===== src/rtl/wtt_pkg.sv =====
package wtt_pkg;

	localparam int TABLE_DEPTH = 16;

	typedef enum logic [2:0] {
		CMD_BEGIN    = 3'd0,
		CMD_SUBMIT   = 3'd1,
		CMD_COMPLETE = 3'd2,
		CMD_ABANDON  = 3'd3,
		CMD_QUERY    = 3'd4,
		CMD_CONTAINS = 3'd5,
		CMD_RESET    = 3'd6,
		CMD_BAD      = 3'd7
	} cmd_t;

	typedef enum logic [2:0] {
		ST_OK           = 3'd0,
		ST_FALSE        = 3'd1,
		ST_INVALID      = 3'd2,
		ST_IDS_OUT      = 3'd3,
		ST_SESSIONS_OUT = 3'd4,
		ST_FULL         = 3'd5
	} status_t;

	// fields compared against a slot
	typedef struct packed {
		logic [63:0] id;
		logic [63:0] frame;
		logic [63:0] view;
		logic [63:0] generation;
		logic [31:0] scale;
		logic [7:0]  tag;
	} entry_t;

	// per-cell action for the update cycle
	typedef struct packed {
		logic write;
		logic submit;
		logic remove;
		logic clear;
	} cell_ctl_t;

	// what a cell reports back
	typedef struct packed {
		logic valid;
		logic submitted;
		logic full_match;
		logic id_match;
	} cell_stat_t;

endpackage


===== src/rtl/wtt_cell.sv =====
module wtt_cell (
	input  logic                clk,
	input  logic                arst_n,
	input  wtt_pkg::entry_t     key,
	input  wtt_pkg::cell_ctl_t  ctl,
	output wtt_pkg::cell_stat_t stat
);

	logic            valid_q;
	logic            sub_q;
	wtt_pkg::entry_t ent_q;

	always_ff @(posedge clk or negedge arst_n) begin
		if (!arst_n) begin
			valid_q <= 1'b0;
			sub_q   <= 1'b0;
		end else if (ctl.clear || ctl.remove) begin
			valid_q <= 1'b0;
			sub_q   <= 1'b0;
		end else if (ctl.write) begin
			valid_q <= 1'b1;
			sub_q   <= 1'b0;
		end else if (ctl.submit) begin
			sub_q <= 1'b1;
		end
	end

	always_ff @(posedge clk) begin
		if (ctl.write) begin
			ent_q <= key;
		end
	end

	// registered compare, used by the decision step
	always_ff @(posedge clk or negedge arst_n) begin
		if (!arst_n) begin
			stat <= '0;
		end else begin
			stat.valid      <= valid_q;
			stat.submitted  <= sub_q;
			stat.id_match   <= valid_q && (ent_q.id == key.id);
			stat.full_match <= valid_q && (ent_q == key);
		end
	end

endmodule


===== config.mk =====
export PLATFORM = sky130hd
export DESIGN_NAME = wtt_cell
export DESIGN_NICKNAME = d
export VERILOG_FILES = /design/src/rtl/wtt_pkg.sv /design/src/rtl/wtt_cell.sv
export SDC_FILE = /design/constraint.sdc
export NUM_CORES = 1
export LEC_CHECK = 0
export ABC_AREA = 1
export BUFFER_PORTS_ARGS = -buffer_cell sky130_fd_sc_hd__buf_2
export CAP_MARGIN = 20
export CORE_MARGIN = 2
export CORE_UTILIZATION = 30
export CTS_CLUSTER_DIAMETER = 60
export DETAILED_ROUTE_END_ITERATION = 6
export PLACE_DENSITY = 0.57
export SKIP_CTS_REPAIR_TIMING = 1
export SYNTH_ARGS = -nofsm -noshare
export SYNTH_HDL_FRONTEND = slang
export SYNTH_SLANG_ARGS = --single-unit

===== constraint.sdc =====
create_clock -name clk -period 1.6 [get_ports clk]
set_input_delay 0.08 -clock clk [delete_from_list [all_inputs] [get_ports clk]]
set_output_delay 0.08 -clock clk [all_outputs]
set_load 0.02 [all_outputs]

==> results.sh <==
export IMPL_path_max_fanout=2
export IMPL_core_area_sq_um=45600
export IMPL_synth_fa_ha_area_frac=0
export IMPL_yosys_warnings=0
export IMPL_maxCapViolations=0
export IMPL_avgSynthCellArea_sq_um=9.76
export IMPL_critPathMaxStageDelay_ns=0.36
export IMPL_tightest_slew_ns=0.389
export IMPL_status="completed"
export IMPL_synth_xor_area_share=0.0554
export IMPL_cts_buffer_depth=3
export IMPL_synth_top_area_share=0.639
export IMPL_clock_sinks=302
export IMPL_synth_main_ff_cell="edfxtp_1"
export IMPL_die_h_um=219
export IMPL_synth_edf_count=296
export IMPL_skew_ns=0.0115
export IMPL_area_growth_pct=49.3
export IMPL_grt_pass1_vias=10110
export IMPL_ys_ff_latch=302
export IMPL_async_reset_ff_frac=0.0199
export IMPL_synth_mux_area_fraction=0
export IMPL_multi_input_area_sq_um=3990
export IMPL_synth_cell_types=21
export IMPL_drtIter0Drc=666
export IMPL_hpwl_mm=28.5
export IMPL_drive_gt1_frac=0.195
export IMPL_drc=0
export IMPL_crit_buf_inv=2
export IMPL_clk_latency_ns=0.55
export IMPL_drtAntennaViolNets=0
export IMPL_cts_tree="built"
export IMPL_die_area_sq_um=48100
export IMPL_ys_top_cells_by_area="edfxtp_1 64%, nand2_1 12%, inv_1 6.9%, nor2_1 5.6%, xnor2_1 4.5%"
export IMPL_gp_congestion=0.790
export IMPL_viasPerCell=4.17
export IMPL_worst_path_stages=10
export IMPL_grt_start_max_net_pins=56
export IMPL_max_slew_margin=0.740
export IMPL_setup_violations=0
export IMPL_wire_per_inst_um=14.8
export IMPL_antenna_found_initial=8
export IMPL_min_period_ns=1.53
export IMPL_irDropWorstVdd_mv=0.817
export IMPL_first_pass_iters=5
export IMPL_finalCritPeriodShare=0.959
export IMPL_yosys_area_top_type="edfxtp_1"
export IMPL_cts_buffers=39
export IMPL_seqCellArea_sq_um=9040
export IMPL_overflow=0
export IMPL_maxSlewViolCount=0
export IMPL_synth_compound_area_share=0.0385
export IMPL_die_w_um=219
export IMPL_crit_chain="inv_1 > o22ai_2 > buf_4 > nor2_1 > nand2_1 > nor2_2 > nand2_2 > nor2_1 > nand3_1 > nor2_2"
export IMPL_vias=11349
export IMPL_path_clk_slew_ns=0.06
export IMPL_leakagePower_nw=9.35
export IMPL_holdPathStages=2
export IMPL_rsz0062_at_grt="yes"
export IMPL_post_synth_top_count_cell="nand2_1"
export IMPL_crit_required_ns=2.07
export IMPL_grt_first_pass_wirelength_mm=54.8
export IMPL_yosysSeqAreaShare=0.650
export IMPL_r2r_cells=10
export IMPL_wl_mm=40.2
export IMPL_cts_root_buf="clkbuf_16"
export IMPL_cpMaxStageDelayCell="edfxtp_1"
export IMPL_fillCellCount=4178
export IMPL_syn_nets=1727
export IMPL_numPortBuffers=305
export IMPL_synth_simple_gate_area_frac=0.185
export IMPL_fp_row_count=78
export IMPL_hp_class="input pin to register"
export IMPL_fin_hold_ws_ns=0.258
export IMPL_power_density_nw_per_um2=1010
export IMPL_initial_core_util=0.305
export IMPL_io_pins=306
export IMPL_end_kind="register"
export IMPL_critPathLaunchType="register"
export IMPL_syn_inst=1425
export IMPL_syn_area_sq_um=13900
export IMPL_path_class="register to register"
export IMPL_tns_ns=0
export IMPL_critPathArrivalTime_ns=2.01
export IMPL_hold_viol=0
export IMPL_clock_fmax_ghz=0.652
export IMPL_synth_top_family_by_area="simple AND/OR/NAND/NOR gates"
export IMPL_final_nets=2388
export IMPL_path_delay_family="simple AND/OR/NAND/NOR gates"
export IMPL_htreeDepth=2
export IMPL_grt_total_usage=0.152
export IMPL_synth_common_cells="446 x nand2_1, 296 x edfxtp_1, 257 x inv_1"
[cells in the final DEF (no fill, tap or decap), drive strengths merged]
cell type and n:
clkinv 8, nor2 210, xor2 17, dlygate4sd3 302
edfxtp 296, o21ai 64, clkinvlp 2, buf 318
a21oi 1, xnor2 71, clkbuf 54, o221ai 1
o22ai 31, dfrtp 6, nand3 4, nand2 446
nand3b 2, nand4 9, diode 5, bufinv 3
or2 3, nor3 1, o21a 1, inv 264
[worst reg2reg max path, cell delays in order, from the launching register on]
cell and delay [ns]:
edfxtp_1 0.36, inv_1 0.10, o22ai_2 0.09, buf_4 0.16, nor2_1 0.10, nand2_1 0.09
nor2_2 0.16, nand2_2 0.09, nor2_1 0.12, nand3_1 0.10, nor2_2 0.11
[cell families (layout without fill, tap and decap cells)]
family                    count (synthesis)  in the layout
other                                     0              5
buffers and inverters                   262            951
DFF                                     302            302
and+or+nand+nor                         675            675
AOI/OAI and AO/OA                        98             98
xor gates and xnor gates                 88             88
[through the flow]
step / area (sq um) / worst slack, ns / instances / utilization / power, mW
2_1_floorplan: 13900 / 0.432 / 1425 / - / 10.8
3_3_place_gp: 16400 / -0.0787 / 2344 / 0.359 / 11.7
3_5_place_dp: 16400 / -0.0962 / 2344 / 0.359 / 11.8
4_1_cts: 17600 / -0.126 / 2413 / 0.387 / 20.6
5_1_grt: 20800 / -0.104 / 2717 / 0.455 / 21.9
6_report: 20800 / 0.0661 / 2719 / 0.456 / 20.9
[per-layer routing]
metal	up-vias	global-route usage	wire [um]
met5	-	0	66
met4	10	0.0619	1160
met3	81	0.0482	2110
met2	259	0.245	19500
met1	5146	0.187	17400
li1	5853	-	-
[where the power goes]
part           internal, mW  switching (mW)  total (mW)
clock                  5.26            3.37        8.63
sequential             9.39           0.262        9.65
combinational          1.35            1.30        2.64
[path summary, 6_finish.rpt]
kind / slack (ns) / endpoint / start
setup / recovery: 0.07 / stat[1]$_DFF_PN0_ / ent_q[119]$_DFFE_PP_
hold / removal: 0.26 / ent_q[24]$_DFFE_PP_ / key[24]
setup reg to reg: 0.07 / stat[1]$_DFF_PN0_ / ent_q[119]$_DFFE_PP_
hold reg to reg: 0.39 / stat[2]$_DFF_PN0_ / sub_q$_DFFE_PN0P_
max in group asynchronous: 0.74 / stat[2]$_DFF_PN0_ / arst_n
min in group asynchronous: 0.58 / stat[0]$_DFF_PN0_ / arst_n
[state kept, by name (all words and copies together), names as in the netlist]
| signal | flops |
|---|---|
| stat | 4 |
| sub_q | 1 |
| valid_q | 1 |
| ent_q | 296 |
[layout make-up]
| cell class | count | share of cell area |
|---|---|---|
| well taps | 600 | 0.0362 |
| flip-flops and latches | 302 | 0.435 |
| inverters | 262 | 0.0474 |
| multi-input cells | 861 | 0.192 |
| clock buffers | 54 | 0.0527 |
| clock inverters | 15 | 0.00765 |
| diodes | 5 | 0.000603 |
| repair buffers | 620 | 0.228 |
Power figures use the tool's default switching activity.
